`src/hw/rtl/elastic_audio_block_fifo_defines.svh`:
```
// Assertion macros shared by the elastic audio block buffer modules
`ifndef ELASTIC_AUDIO_BLOCK_FIFO_DEFINES_SVH
`define ELASTIC_AUDIO_BLOCK_FIFO_DEFINES_SVH

// cond must hold at every clock edge out of reset
`define EABF_ASSERT_ALWAYS(label, cond) \
    label: assert property (@(posedge clk) disable iff (!rst_n) (cond)) \
        else $error("eabf: invariant violated");

// same-cycle implication
`define EABF_ASSERT_IMPL(label, ante, cons) \
    label: assert property (@(posedge clk) disable iff (!rst_n) (ante) |-> (cons)) \
        else $error("eabf: implication violated");

// next-cycle implication
`define EABF_ASSERT_NEXT(label, ante, cons) \
    label: assert property (@(posedge clk) disable iff (!rst_n) (ante) |=> (cons)) \
        else $error("eabf: next-cycle implication violated");

`endif

```
`src/hw/rtl/eabf_pkg.sv`:
```
// Types and constants of the elastic audio block buffer
`default_nettype none
package eabf_pkg;

    localparam int DEPTH_DEFAULT = 256;
    localparam int BLOCK_DEFAULT = 32;
    localparam int QUEUE_DEPTH   = 2;

    localparam logic MODE_PUT = 1'b0;
    localparam logic MODE_GET = 1'b1;

    localparam logic KIND_SAMPLE = 1'b0;
    localparam logic KIND_STATUS = 1'b1;

    typedef struct packed {
        logic               mode;
        logic signed [15:0] sample_in;
    } in_item_t;

    typedef struct packed {
        logic               result_kind;
        logic signed [15:0] sample_out;
        logic               last_of_block;
        logic               underflow;
        logic [8:0]         fill_level;
        logic [31:0]        error_count;
        logic [14:0]        peak;
    } out_item_t;

    typedef enum logic [1:0] {
        OP_PUT_FIRST,
        OP_PUT_MID,
        OP_PUT_LAST,
        OP_GET
    } op_t;

    typedef struct packed {
        op_t                op;
        logic signed [15:0] sample;
    } cmd_t;

    typedef enum logic [1:0] {
        S_IDLE,
        S_GET,
        S_SLIP
    } state_t;

endpackage
`default_nettype wire

```
`src/hw/rtl/eabf_front.sv`:
```
// Front end: takes input beats and tags put samples by block position
`default_nettype none
module eabf_front
    import eabf_pkg::*;
#(
    parameter int BLOCK = BLOCK_DEFAULT
) (
    input  wire logic     clk,
    input  wire logic     rst_n,
    input  wire logic     start,
    input  wire in_item_t item,
    input  wire logic     q_full,
    output logic          busy,
    output logic          push,
    output cmd_t          cmd
);

    localparam int PW = (BLOCK > 1) ? $clog2(BLOCK) : 1;

    logic [PW-1:0] pos_reg;
    logic [PW-1:0] pos_next;

    assign busy = q_full;
    assign push = start && !q_full;

    always_comb
    begin
        cmd.sample = item.sample_in;
        pos_next   = pos_reg;
        if (item.mode == MODE_GET)
        begin
            cmd.op = OP_GET;
        end
        else
        begin
            if (pos_reg == '0)
                cmd.op = OP_PUT_FIRST;
            else if (pos_reg == PW'(BLOCK - 1))
                cmd.op = OP_PUT_LAST;
            else
                cmd.op = OP_PUT_MID;
            if (push)
                pos_next = (pos_reg == PW'(BLOCK - 1)) ? '0 : pos_reg + 1'b1;
        end
    end

    always_ff @(posedge clk or negedge rst_n)
    begin
        if (!rst_n)
            pos_reg <= '0;
        else
            pos_reg <= pos_next;
    end

endmodule
`default_nettype wire

```
`src/hw/rtl/eabf_cmd_queue.sv`:
```
// Short command queue between the front end and the back end
`default_nettype none
`include "elastic_audio_block_fifo_defines.svh"
module eabf_cmd_queue
    import eabf_pkg::*;
(
    input  wire logic clk,
    input  wire logic rst_n,
    input  wire logic push,
    input  wire cmd_t push_cmd,
    input  wire logic pop,
    output logic      full,
    output logic      empty,
    output cmd_t      head
);

    localparam int QAW = (QUEUE_DEPTH > 1) ? $clog2(QUEUE_DEPTH) : 1;
    localparam int QCW = $clog2(QUEUE_DEPTH + 1);

    cmd_t            entries [QUEUE_DEPTH];
    logic [QAW-1:0]  wr_ptr_reg;
    logic [QAW-1:0]  wr_ptr_next;
    logic [QAW-1:0]  rd_ptr_reg;
    logic [QAW-1:0]  rd_ptr_next;
    logic [QCW-1:0]  count_reg;
    logic [QCW-1:0]  count_next;

    assign full  = (count_reg == QCW'(QUEUE_DEPTH));
    assign empty = (count_reg == '0);
    assign head  = entries[rd_ptr_reg];

    always_comb
    begin
        wr_ptr_next = wr_ptr_reg;
        rd_ptr_next = rd_ptr_reg;
        count_next  = count_reg;
        if (push)
            wr_ptr_next = (wr_ptr_reg == QAW'(QUEUE_DEPTH - 1)) ? '0 : wr_ptr_reg + 1'b1;
        if (pop)
            rd_ptr_next = (rd_ptr_reg == QAW'(QUEUE_DEPTH - 1)) ? '0 : rd_ptr_reg + 1'b1;
        if (push && !pop)
            count_next = count_reg + 1'b1;
        else if (pop && !push)
            count_next = count_reg - 1'b1;
    end

    always_ff @(posedge clk)
    begin
        if (push)
            entries[wr_ptr_reg] <= push_cmd;
    end

    always_ff @(posedge clk or negedge rst_n)
    begin
        if (!rst_n)
        begin
            wr_ptr_reg <= '0;
            rd_ptr_reg <= '0;
            count_reg  <= '0;
        end
        else
        begin
            wr_ptr_reg <= wr_ptr_next;
            rd_ptr_reg <= rd_ptr_next;
            count_reg  <= count_next;
        end
    end

    `EABF_ASSERT_IMPL(a_no_pop_empty, pop, count_reg != '0)
    `EABF_ASSERT_IMPL(a_no_push_full, push, count_reg != QCW'(QUEUE_DEPTH))
    `EABF_ASSERT_ALWAYS(a_count_bound, count_reg <= QCW'(QUEUE_DEPTH))

endmodule
`default_nettype wire

```
`src/hw/rtl/eabf_back.sv`:
```
// Back end: sample memory, fill and slip control, result register
`default_nettype none
`include "elastic_audio_block_fifo_defines.svh"
module eabf_back
    import eabf_pkg::*;
#(
    parameter int DEPTH = DEPTH_DEFAULT,
    parameter int BLOCK = BLOCK_DEFAULT
) (
    input  wire logic clk,
    input  wire logic rst_n,
    input  wire logic q_empty,
    input  wire cmd_t head,
    output logic      pop,
    output logic      done,
    output out_item_t result
);

    localparam int AW        = $clog2(DEPTH);
    localparam int HW        = $clog2(DEPTH + 1);
    localparam int CW        = (BLOCK > 1) ? $clog2(BLOCK) : 1;
    localparam int FW        = 9;
    localparam int LOW_MARK  = 2 * BLOCK - 2;
    localparam int HIGH_MARK = DEPTH - BLOCK + 2;

    logic signed [15:0] mem [DEPTH];

    state_t             state_reg, state_next;
    logic [AW-1:0]      wr_ptr_reg, wr_ptr_next;
    logic [AW-1:0]      rd_ptr_reg, rd_ptr_next;
    logic [HW-1:0]      held_reg, held_next;
    logic [31:0]        err_reg, err_next;
    logic [14:0]        peak_reg, peak_next;
    logic signed [15:0] prev_reg, prev_next;
    logic               acc_reg, acc_next;
    logic               uf_reg, uf_next;
    logic [CW-1:0]      cnt_reg, cnt_next;
    logic               done_reg, done_next;
    out_item_t          res_reg, res_next;
    logic               from_mem_reg, from_mem_next;
    logic signed [15:0] rd_data_reg;

    logic               mem_we;
    logic [AW-1:0]      mem_waddr;
    logic signed [15:0] mem_wdata;
    logic               mem_re;
    logic               room;
    logic               acc;
    logic               uf_now;
    logic [HW+FW-1:0]   held_ext;

    function automatic logic [AW-1:0] ptr_inc(input logic [AW-1:0] p);
        return (p == AW'(DEPTH - 1)) ? '0 : p + 1'b1;
    endfunction

    function automatic logic [AW-1:0] ptr_dec(input logic [AW-1:0] p);
        return (p == '0) ? AW'(DEPTH - 1) : p - 1'b1;
    endfunction

    assign room     = (int'(held_reg) + BLOCK <= DEPTH);
    assign uf_now   = (int'(held_reg) < BLOCK);
    assign held_ext = {{FW{1'b0}}, held_next};

    always_comb
    begin
        state_next    = state_reg;
        wr_ptr_next   = wr_ptr_reg;
        rd_ptr_next   = rd_ptr_reg;
        held_next     = held_reg;
        err_next      = err_reg;
        peak_next     = peak_reg;
        prev_next     = prev_reg;
        acc_next      = acc_reg;
        uf_next       = uf_reg;
        cnt_next      = cnt_reg;
        done_next     = 1'b0;
        from_mem_next = 1'b0;
        pop           = 1'b0;
        mem_we        = 1'b0;
        mem_waddr     = wr_ptr_reg;
        mem_wdata     = head.sample;
        mem_re        = 1'b0;
        acc           = acc_reg;
        res_next      = res_reg;

        unique case (state_reg)
            S_IDLE:
            begin
                if (!q_empty)
                begin
                    pop = 1'b1;
                    unique case (head.op)
                        OP_PUT_FIRST, OP_PUT_MID, OP_PUT_LAST:
                        begin
                            if (head.op == OP_PUT_FIRST)
                            begin
                                acc      = room;
                                acc_next = room;
                                if (!room)
                                    err_next = err_reg + 1'b1;
                            end
                            if (acc)
                            begin
                                mem_we      = 1'b1;
                                prev_next   = head.sample;
                                wr_ptr_next = ptr_inc(wr_ptr_reg);
                                if (!head.sample[15] && (head.sample[14:0] > peak_reg))
                                    peak_next = head.sample[14:0];
                            end
                            if (head.op == OP_PUT_LAST)
                            begin
                                if (acc)
                                    held_next = held_reg + HW'(BLOCK);
                                state_next = S_SLIP;
                            end
                        end
                        OP_GET:
                        begin
                            uf_next = uf_now;
                            if (!uf_now)
                            begin
                                held_next   = held_reg - HW'(BLOCK);
                                mem_re      = 1'b1;
                                rd_ptr_next = ptr_inc(rd_ptr_reg);
                            end
                            done_next     = 1'b1;
                            from_mem_next = !uf_now;
                            cnt_next      = CW'(1);
                            state_next    = S_GET;
                        end
                        default:
                        begin
                            state_next = S_IDLE;
                        end
                    endcase
                end
            end
            S_GET:
            begin
                if (!uf_reg)
                begin
                    mem_re      = 1'b1;
                    rd_ptr_next = ptr_inc(rd_ptr_reg);
                end
                done_next     = 1'b1;
                from_mem_next = !uf_reg;
                cnt_next      = cnt_reg + 1'b1;
                if (cnt_reg == CW'(BLOCK - 1))
                begin
                    cnt_next   = '0;
                    state_next = S_IDLE;
                end
            end
            S_SLIP:
            begin
                // level nudge after commit; held_reg already includes the block
                mem_wdata = prev_reg;
                if (acc_reg)
                begin
                    if (int'(held_reg) < LOW_MARK)
                    begin
                        if (int'(held_reg) < DEPTH)
                        begin
                            mem_we      = 1'b1;
                            wr_ptr_next = ptr_inc(wr_ptr_reg);
                            held_next   = held_reg + 1'b1;
                        end
                        err_next = err_reg + 1'b1;
                    end
                    else if (int'(held_reg) > HIGH_MARK)
                    begin
                        wr_ptr_next = ptr_dec(wr_ptr_reg);
                        held_next   = held_reg - 1'b1;
                        err_next    = err_reg + 1'b1;
                    end
                end
                acc_next   = 1'b0;
                done_next  = 1'b1;
                state_next = S_IDLE;
            end
            default:
            begin
                state_next = S_IDLE;
            end
        endcase

        if (done_next)
        begin
            res_next.result_kind   = (state_reg == S_SLIP) ? KIND_STATUS : KIND_SAMPLE;
            res_next.sample_out    = '0;
            res_next.last_of_block = (state_reg == S_SLIP) ||
                                     ((state_reg == S_GET) && (cnt_reg == CW'(BLOCK - 1)));
            res_next.underflow     = (state_reg == S_SLIP) ? 1'b0 : uf_next;
            res_next.fill_level    = held_ext[FW-1:0];
            res_next.error_count   = err_next;
            res_next.peak          = peak_next;
        end
    end

    always_ff @(posedge clk)
    begin
        if (mem_we)
            mem[mem_waddr] <= mem_wdata;
        if (mem_re)
            rd_data_reg <= mem[rd_ptr_reg];
        res_reg <= res_next;
    end

    always_ff @(posedge clk or negedge rst_n)
    begin
        if (!rst_n)
        begin
            state_reg    <= S_IDLE;
            wr_ptr_reg   <= '0;
            rd_ptr_reg   <= '0;
            held_reg     <= '0;
            err_reg      <= '0;
            peak_reg     <= '0;
            prev_reg     <= '0;
            acc_reg      <= 1'b0;
            uf_reg       <= 1'b0;
            cnt_reg      <= '0;
            done_reg     <= 1'b0;
            from_mem_reg <= 1'b0;
        end
        else
        begin
            state_reg    <= state_next;
            wr_ptr_reg   <= wr_ptr_next;
            rd_ptr_reg   <= rd_ptr_next;
            held_reg     <= held_next;
            err_reg      <= err_next;
            peak_reg     <= peak_next;
            prev_reg     <= prev_next;
            acc_reg      <= acc_next;
            uf_reg       <= uf_next;
            cnt_reg      <= cnt_next;
            done_reg     <= done_next;
            from_mem_reg <= from_mem_next;
        end
    end

    always_comb
    begin
        result            = res_reg;
        result.sample_out = from_mem_reg ? rd_data_reg : 16'sd0;
    end

    assign done = done_reg;

    `EABF_ASSERT_ALWAYS(a_held_bound, int'(held_reg) <= DEPTH)
    `EABF_ASSERT_IMPL(a_status_after_slip, done_reg && (res_reg.result_kind == KIND_STATUS), $past(state_reg) == S_SLIP)
    `EABF_ASSERT_NEXT(a_get_emits, state_reg == S_GET, done_reg)

endmodule
`default_nettype wire

```
`src/hw/rtl/elastic_audio_block_fifo.sv`:
```
// Top level of the elastic audio block buffer
//
// Command channel: an item is taken at a clock edge with start high and busy
// low. mode 0 carries one put sample; every BLOCK put beats form one block.
// mode 1 asks for one get block of BLOCK samples.
// Result channel: each result beat is on result for exactly one cycle with
// done high; the receiver has no way to hold results off.
// Items pass through a two-entry command queue to the back end, which owns
// the sample memory (one write and one registered read port).
// In the back end a put sample of an accepted block is written to memory; the
// last put of a block also passes a level nudge step after the commit, which
// issues its status beat. A get gives BLOCK sample beats back to back, each read
// from memory, or zeros with underflow set when too few samples are held.
// busy is high while the queue is full, so puts stream at one per cycle while
// the back end keeps up, and stall while it works through a get.
// Reset clears all pointers, counts and the peak; the memory is not cleared
// and no entry is read before it has been written.
`default_nettype none
module elastic_audio_block_fifo
    import eabf_pkg::*;
#(
    parameter int DEPTH = DEPTH_DEFAULT,
    parameter int BLOCK = BLOCK_DEFAULT
) (
    input  wire logic     clk,
    input  wire logic     rst_n,
    input  wire logic     start,
    input  wire in_item_t item,
    output logic          busy,
    output logic          done,
    output out_item_t     result
);

    logic q_full;
    logic q_empty;
    logic push;
    logic pop;
    cmd_t push_cmd;
    cmd_t head;

    eabf_front #(
        .BLOCK (BLOCK)
    ) u_front (
        .clk    (clk),
        .rst_n  (rst_n),
        .start  (start),
        .item   (item),
        .q_full (q_full),
        .busy   (busy),
        .push   (push),
        .cmd    (push_cmd)
    );

    eabf_cmd_queue u_queue (
        .clk      (clk),
        .rst_n    (rst_n),
        .push     (push),
        .push_cmd (push_cmd),
        .pop      (pop),
        .full     (q_full),
        .empty    (q_empty),
        .head     (head)
    );

    eabf_back #(
        .DEPTH (DEPTH),
        .BLOCK (BLOCK)
    ) u_back (
        .clk     (clk),
        .rst_n   (rst_n),
        .q_empty (q_empty),
        .head    (head),
        .pop     (pop),
        .done    (done),
        .result  (result)
    );

endmodule
`default_nettype wire
```
`config.mk`:
```
export PLATFORM = sky130hd
export DESIGN_NAME = elastic_audio_block_fifo
export DESIGN_NICKNAME = d
export VERILOG_FILES = /design/src/hw/rtl/eabf_pkg.sv /design/src/hw/rtl/eabf_front.sv /design/src/hw/rtl/eabf_cmd_queue.sv /design/src/hw/rtl/eabf_back.sv /design/src/hw/rtl/elastic_audio_block_fifo.sv
export VERILOG_INCLUDE_DIRS = /design/src /design/src/hw/rtl
export SDC_FILE = /design/constraint.sdc
export NUM_CORES = 2
export LEC_CHECK = 0
export BUFFER_PORTS_ARGS = -buffer_cell sky130_fd_sc_hd__buf_2
export CORE_MARGIN = 2
export CORE_UTILIZATION = 54
export CTS_CLUSTER_DIAMETER = 200
export CTS_CLUSTER_SIZE = 28
export DETAILED_ROUTE_END_ITERATION = 7
export HOLD_SLACK_MARGIN = 0.12
export PLACE_DENSITY = 0.7
export RECOVER_POWER = 25
export SETUP_SLACK_MARGIN = 0.4
export SLEW_MARGIN = 20
export SYNTH_ARGS = -nofsm -noshare
export SYNTH_HDL_FRONTEND = slang
export SYNTH_MEMORY_MAX_BITS = 65536
export SYNTH_SLANG_ARGS = --single-unit
export TNS_END_PERCENT = 100
```
`constraint.sdc`:
```
create_clock -name clk -period 12.31 [get_ports clk]
set_input_delay 2.462 -clock clk [delete_from_list [all_inputs] [get_ports clk]]
set_output_delay 2.462 -clock clk [all_outputs]
set_load 0.005 [all_outputs]
```
; ---- Yosys cells after proc, flatten, opt, wreduce, memory -nomap -nowiden
; Memories as Yosys holds them, arrays and structs flattened. A register that Yosys moved wholly into a read port is not among the register bits.
; Index checks and enable logic that the tools add are counted.
[totals]
register_bits = 167
mem_bits_rw = 4132
input_bits = 20
out_inout_bits = 77
word_cells = 188
mem_count = 2
[memory_table]
columns = name, depth, width, rd, rd_clocked_by_memory_dff, wr, line
row1 = u_back.mem, 256, 16, 1, 1, 1, eabf_back.sv:26  ; logic signed [15:0] mem [DEPTH];
row2 = u_queue.entries, 2, 18, 1, 0, 1, eabf_cmd_queue.sv:20  ; cmd_t entries [QUEUE_DEPTH];
[classes]
add_sub_neg = 15
n_lt_le_gt_ge = 6
n_eq_ne = 21
muxes = 91
bitwise = 2
n_reduce_logical = 29
[ops]
columns = op, n
row1 = 32-bit 2-to-1 mux, 7
row2 = 8-bit 2-to-1 mux, 14
row3 = 15-bit 2-to-1 mux, 5
row4 = 9-bit 2-to-1 mux, 8
row5 = 32-bit case mux with 2 select lines, 1
row6 = 9-bit case mux with 2 select lines, 2
row7 = "32-bit by 1-bit adder with 32-bit output, second input constant", 1
row8 = "32-bit by 10-bit <= comparator with 1-bit output, second input constant", 1
row9 = 16-bit 2-to-1 mux, 2
row10 = 8-bit case mux with 2 select lines, 2
row11 = 1-bit 2-to-1 mux, 30
row12 = 5-bit 2-to-1 mux, 4
row13 = "9-bit by 6-bit < comparator with 1-bit output, second input constant", 2
row14 = "8-bit by 1-bit adder with 8-bit output, second input constant", 2
row15 = "8-bit == test, second input constant", 2
row16 = 2-bit 2-to-1 mux, 8
row17 = 15-bit greater-than comparator, 1
row18 = "2-bit != test, second input constant", 6
row19 = "5-bit by 1-bit adder with 5-bit output, second input constant", 2
row20 = "9-bit by 6-bit adder with 10-bit output, second input constant", 1
row21 = "5-bit == test, second input constant", 2
row22 = 1-bit case mux with 2 select lines, 5
row23 = 5-bit case mux with 2 select lines, 1
row24 = "9-bit by 1-bit adder with 9-bit output, second input constant", 1
row25 = other kinds (31), 54

; ---- Depth between registers and ports, before layout
[logic_depth]
depth_word = 12
ltp_mapped = 14
ltp_nobuf = 10

; ---- Modules after synthesis
; From an unflattened synthesis, not the netlist that was laid out.
[hier_totals]
hier_cells = 7884
hier_area_um2 = 167411.8
[modules_own_cells]
columns = mod, n_inst, cells_per_inst, area_each_um2, seq_area_each_um2
row1 = eabf_back, 1, 7764, 165427.4, 127727.5
row2 = eabf_cmd_queue, 1, 72, 1535.2, 1181.1
row3 = eabf_front, 1, 48, 449.2, 125.1

; ---- Worst setup path before layout
; Ideal clock, no wire load.
[synth_timing]
path_kind = flip-flop to flip-flop
from = reg u_back.state_reg[0]
to = mem u_back.mem[0][15], data pin
setup_time_ns = 1.579
arrival_time_ns = 8.453
t_required_ns = 10.731
path_slack_ns = 2.278
path_stages_with_launch = 9
n_path_buf = 3
period_less_slack_ns = 10.032
path_cell_list = dfrtp_1 -> inv_1 -> ha_1 -> clkbuf_1 -> inv_1 -> clkbuf_1 -> clkbuf_1 -> nor2_1 -> a21oi_1
[synth_via]
elab_chain_len = 2
[synth_lines]
columns = element, line
row1 = start: declaration, eabf_back.sv:28  ; state_t state_reg, state_next;
row2 = start signal: assignment, eabf_back.sv:228  ; state_reg <= state_next;
row3 = 2-bit == test, eabf_back.sv:86  ; unique case (state_reg)
row4 = 16-bit 2-to-1 mux, eabf_back.sv:86
row5 = named net u_back.mem_wdata[15], eabf_back.sv:45  ; logic signed [15:0] mem_wdata;
row6 = end: declaration, eabf_back.sv:26
; The timed path passes the listed nets, and every way through them passes these cells.

; ---- Worst setup path after layout
[layout_timing]
from = reg u_back.state_reg[0]
to = mem u_back.mem[46][6], data pin
; The elaborated chain is that of the path after synthesis.

==> impl_metrics.csv <==
group,metric,value,unit
status,status,"finished, violations left",
status,violations,"max-capacitance violations, max-slew violations",
clock_network,clock_sinks,4315,
worst_setup_path,critPathBufInv,5,
floorplanning,start_util,54.34,%
global_routing,grt_max_degree,173,
routing,routed_via_density,6.850,
global_routing,first_global_vias,81690,
worst_setup_path,critPathLaunchType,"flip-flop",
synth,avgSynthCellArea,21.30,µm²
pwr,p_int,26.09,mW
pwr,p_comb_share,33.9,%
routing,drtAntennaViolNets,0,
synth,synth_cell_type_count,85,
pwr,total_power,39.60,mW
synth,ys_ff_latch,4315,
clock_network,cts-htree-levels,4,
placed_design,dp_hpwl,264.2,mm
sta,rsz0062_at_grt,"false",
routing,drcViolationCount,0,
routing,vias,84070,
clock_network,cts_made_buffers,176,
clock_network,clock_latency,0.96,ns
pwr,power.leakage,55.59,nW
worst_setup_path,arrival,8.98,ns
sta,post-route-period-util,67.95,%
synth,synthFlopType,"edfxtp_1",
sta,max_freq,119.5,MHz
routing,drt-initial-drc-count,13330,
clock_network,clk_pin_slew,0.11,ns
pwr,power_frac_clock,17.7,%
cells_and_area,regArea,0.1291,mm²
cells_and_area,drive_above_1_share,22.29,%
synth,netlist_instances,7891,
floorplanning,coreArea,0.3094,mm²
floorplanning,die_y,562.0,µm
clock_network,hold_buffers,0,
synth,yosysWarnings,0,
sta,drv_slew,1702,
cells_and_area,nets,8146,
sta,slew_headroom,-258.2,%
cells_and_area,top_register,"u_back.mem",
worst_setup_path,slowest_stage,"mux2_1",
min_path,hp-class,"flip-flop to flip-flop",
cells_and_area,syn_to_final_growth,6.676,%
placed_design,gp_congestion,0.8950,
pwr,power.net_switching,13.50,mW
clock_network,post_cts_resized,0,
worst_setup_path,worstPathMaxFanout,121,
pwr,p_per_area,220.8,mW/mm²
pwr,switching_share,34.10,%
sta,final_hold_viol_count,0,
cells_and_area,multi_input_area,0.03659,mm²
global_routing,grt_util_all_layers,28.26,%
synth,syn_nets,7950,
floorplanning,rows,204,
pwr,p_seq_share,48.3,%
placed_design,port_buffers,96,
cells_and_area,largest_register_ffs,4096,
worst_setup_path,cp-end-kind,"flip-flop",
sta,setup_violations,0,
sta,fin_crit,8.365,ns
worst_setup_path,crit_required,12.92,ns
worst_setup_path,cp_top_family,"multiplexers",
floorplanning,die_w,562.0,µm
clock_network,tritoncts,"yes",
worst_setup_path,critical_path.cell_chain,"inv_1 -> ha_1 -> inv_1 -> clkbuf_1 -> mux2_1 -> buf_4 -> buf_4",
pwr,vdd_drop_max,0.0002280,V
routing,wirelength,449.2,mm
clock_network,cts_setup_buffers,0,
floorplanning,io_pins,97,
global_routing,grt_overflow,0,
routing,drt-pass1-iter-count,8,
floorplanning,die_area,0.3158,mm²
synth,syn_area,0.1681,mm²
clock_network,clk_path_buf_depth,4,
synth,ys_seq_area_share,76.76,%
sta,fin_skew,0.07520,ns
worst_setup_path,setup.worst_path.class,"flip-flop to flip-flop",
cells_and_area,fillers,21940,
global_routing,antenna_found_initial,27,
clock_network,clock-root-buffer,"clkbuf_16",
worst_setup_path,slowest_delay,3.55,ns
run,drv_cap,21,
global_routing,grt_pass1_wl,628.6,mm
placed_design,dp.cells,12020,
synth,synth_edf_count,4207,
cells_and_area,layout.cells.non_filler,12270,
sta,tightest_slew,5.372,ns
routing,routedWlPerCell,36.60,µm
synth,async_reset_ff_share,2.503,%
sta,tns,0,ns
-- Yosys cell counts (23+ instances only) --
master | number | area share, %
clkbuf_1 | 174 | 0.39
nor2_1 | 370 | 0.83
o221ai_1 | 34 | 0.18
nor2b_1 | 29 | 0.11
nand2_1 | 197 | 0.44
buf_1 | 27 | 0.060
dfrtp_1 | 108 | 1.6
o22ai_1 | 34 | 0.13
buf_2 | 118 | 0.35
mux2_2 | 81 | 0.54
buf_6 | 64 | 0.43
edfxtp_1 | 4207 | 75
o21ai_0 | 123 | 0.37
buf_4 | 43 | 0.19
and3_1 | 26 | 0.097
inv_1 | 42 | 0.094
ha_1 | 39 | 0.29
nor3_1 | 25 | 0.074
a21oi_1 | 175 | 0.52
mux2i_1 | 329 | 2.0
a31oi_1 | 35 | 0.13
and2_1 | 30 | 0.11
mux4_2 | 966 | 13
a22oi_1 | 103 | 0.46
a221oi_1 | 103 | 0.54
o211ai_1 | 23 | 0.10
nand3_1 | 53 | 0.16
-- power groups by stage --
stage	Sequential (mW)	Combinational [mW]	Clock [mW]
floorplan	19.3	8.45	0
global placement	19.3	13.0	0
detailed placement	19.3	13.3	0
CTS	19.0	13.3	7.07
global route	19.2	14.0	7.53
finish	19.1	13.4	7.01
-- worst reg2reg max path, delay by kind of cell, from the launching register on --
family                     cells  cell delay (ns)
muxes                          1             3.56
DFF                            1             0.44
buffers and inverters          5             3.55
adders and majority gates      1             0.39
-- layer usage --
metal	vias up	track usage (%)	part of all wire, %
li1	33180	-	-
met1	44650	38.79	36
met2	5366	44.45	47
met3	851	7.058	12
met4	26	10.19	4.3
met5	-	0	0.036
-- cells in the final DEF, fill, tap and decap left out, types with 35 or more instances in the layout --
cell type / count
ha_1: 39
a22oi_1: 103
mux4_2: 966
nor2_2: 43
clkbuf_16: 181
buf_2: 86
nand3_1: 49
clkbuf_1: 68
buf_4: 346
edfxtp_1: 4207
a31oi_1: 35
inv_1: 39
nor2_1: 295
nand2_1: 184
mux2_2: 66
dfrtp_1: 101
a21oi_1: 174
o21ai_0: 121
mux2i_1: 329
a221oi_1: 103
-- area by class of cell --
cell class	count	share of cell area, %
antenna	7	0.009768
clock buffer	230	2.628
clock inverter	8	0.07186
inverter	43	0.09768
multi-input combinational	3080	20.40
sequential	4315	71.97
tap	4120	2.875
timing repair buffer	471	1.949
-- final timing paths --
path                                                    end  cells after the start                             from  slack, ns
min in group asynchronous  u_back.rd_ptr_reg[1]$_DFFE_PN0P_                      1                            rst_n       3.04
max                             u_back.mem[46][6]$_DFFE_PP_                      7  u_back.state_reg[0]$_DFFE_PN0P_       3.95
max reg2reg                     u_back.mem[46][6]$_DFFE_PP_                      7  u_back.state_reg[0]$_DFFE_PN0P_       3.95
min                          u_queue.wr_ptr_reg$_DFFE_PN0P_                      1   u_queue.wr_ptr_reg$_DFFE_PN0P_       0.50
max in group asynchronous      u_back.err_reg[16]$_DFF_PN0_                      2                            rst_n       5.19
min reg2reg                  u_queue.wr_ptr_reg$_DFFE_PN0P_                      1   u_queue.wr_ptr_reg$_DFFE_PN0P_       0.50
-- logic make-up after synthesis --
| family | count (synthesis) | share of synthesized area (%) |
|---|---|---|
| compound gates | 840 | 3.485 |
| xor+xnor | 11 | 0.05731 |
| fa+ha+maj | 39 | 0.2903 |
| buf+inv | 496 | 1.776 |
| flops | 4315 | 76.76 |
| mux | 1386 | 15.51 |
| simple gates | 804 | 2.125 |
-- stage by stage --
stage / instance area (µm²) / setup slack, ns / hold slack [ns] / utilization [%]
floorplan: 168100 / 2.278 / 0.4452 / -
global placement: 174400 / 5.960 / 0.4658 / 56.39
detailed placement: 174600 / 6.654 / 0.4776 / 56.43
CTS: 179400 / 6.635 / 0.5005 / 57.99
global route: 179300 / 3.598 / 0.5157 / 57.96
finish: 179300 / 3.945 / 0.4982 / 57.97
(Power assumes the default switching activity.)
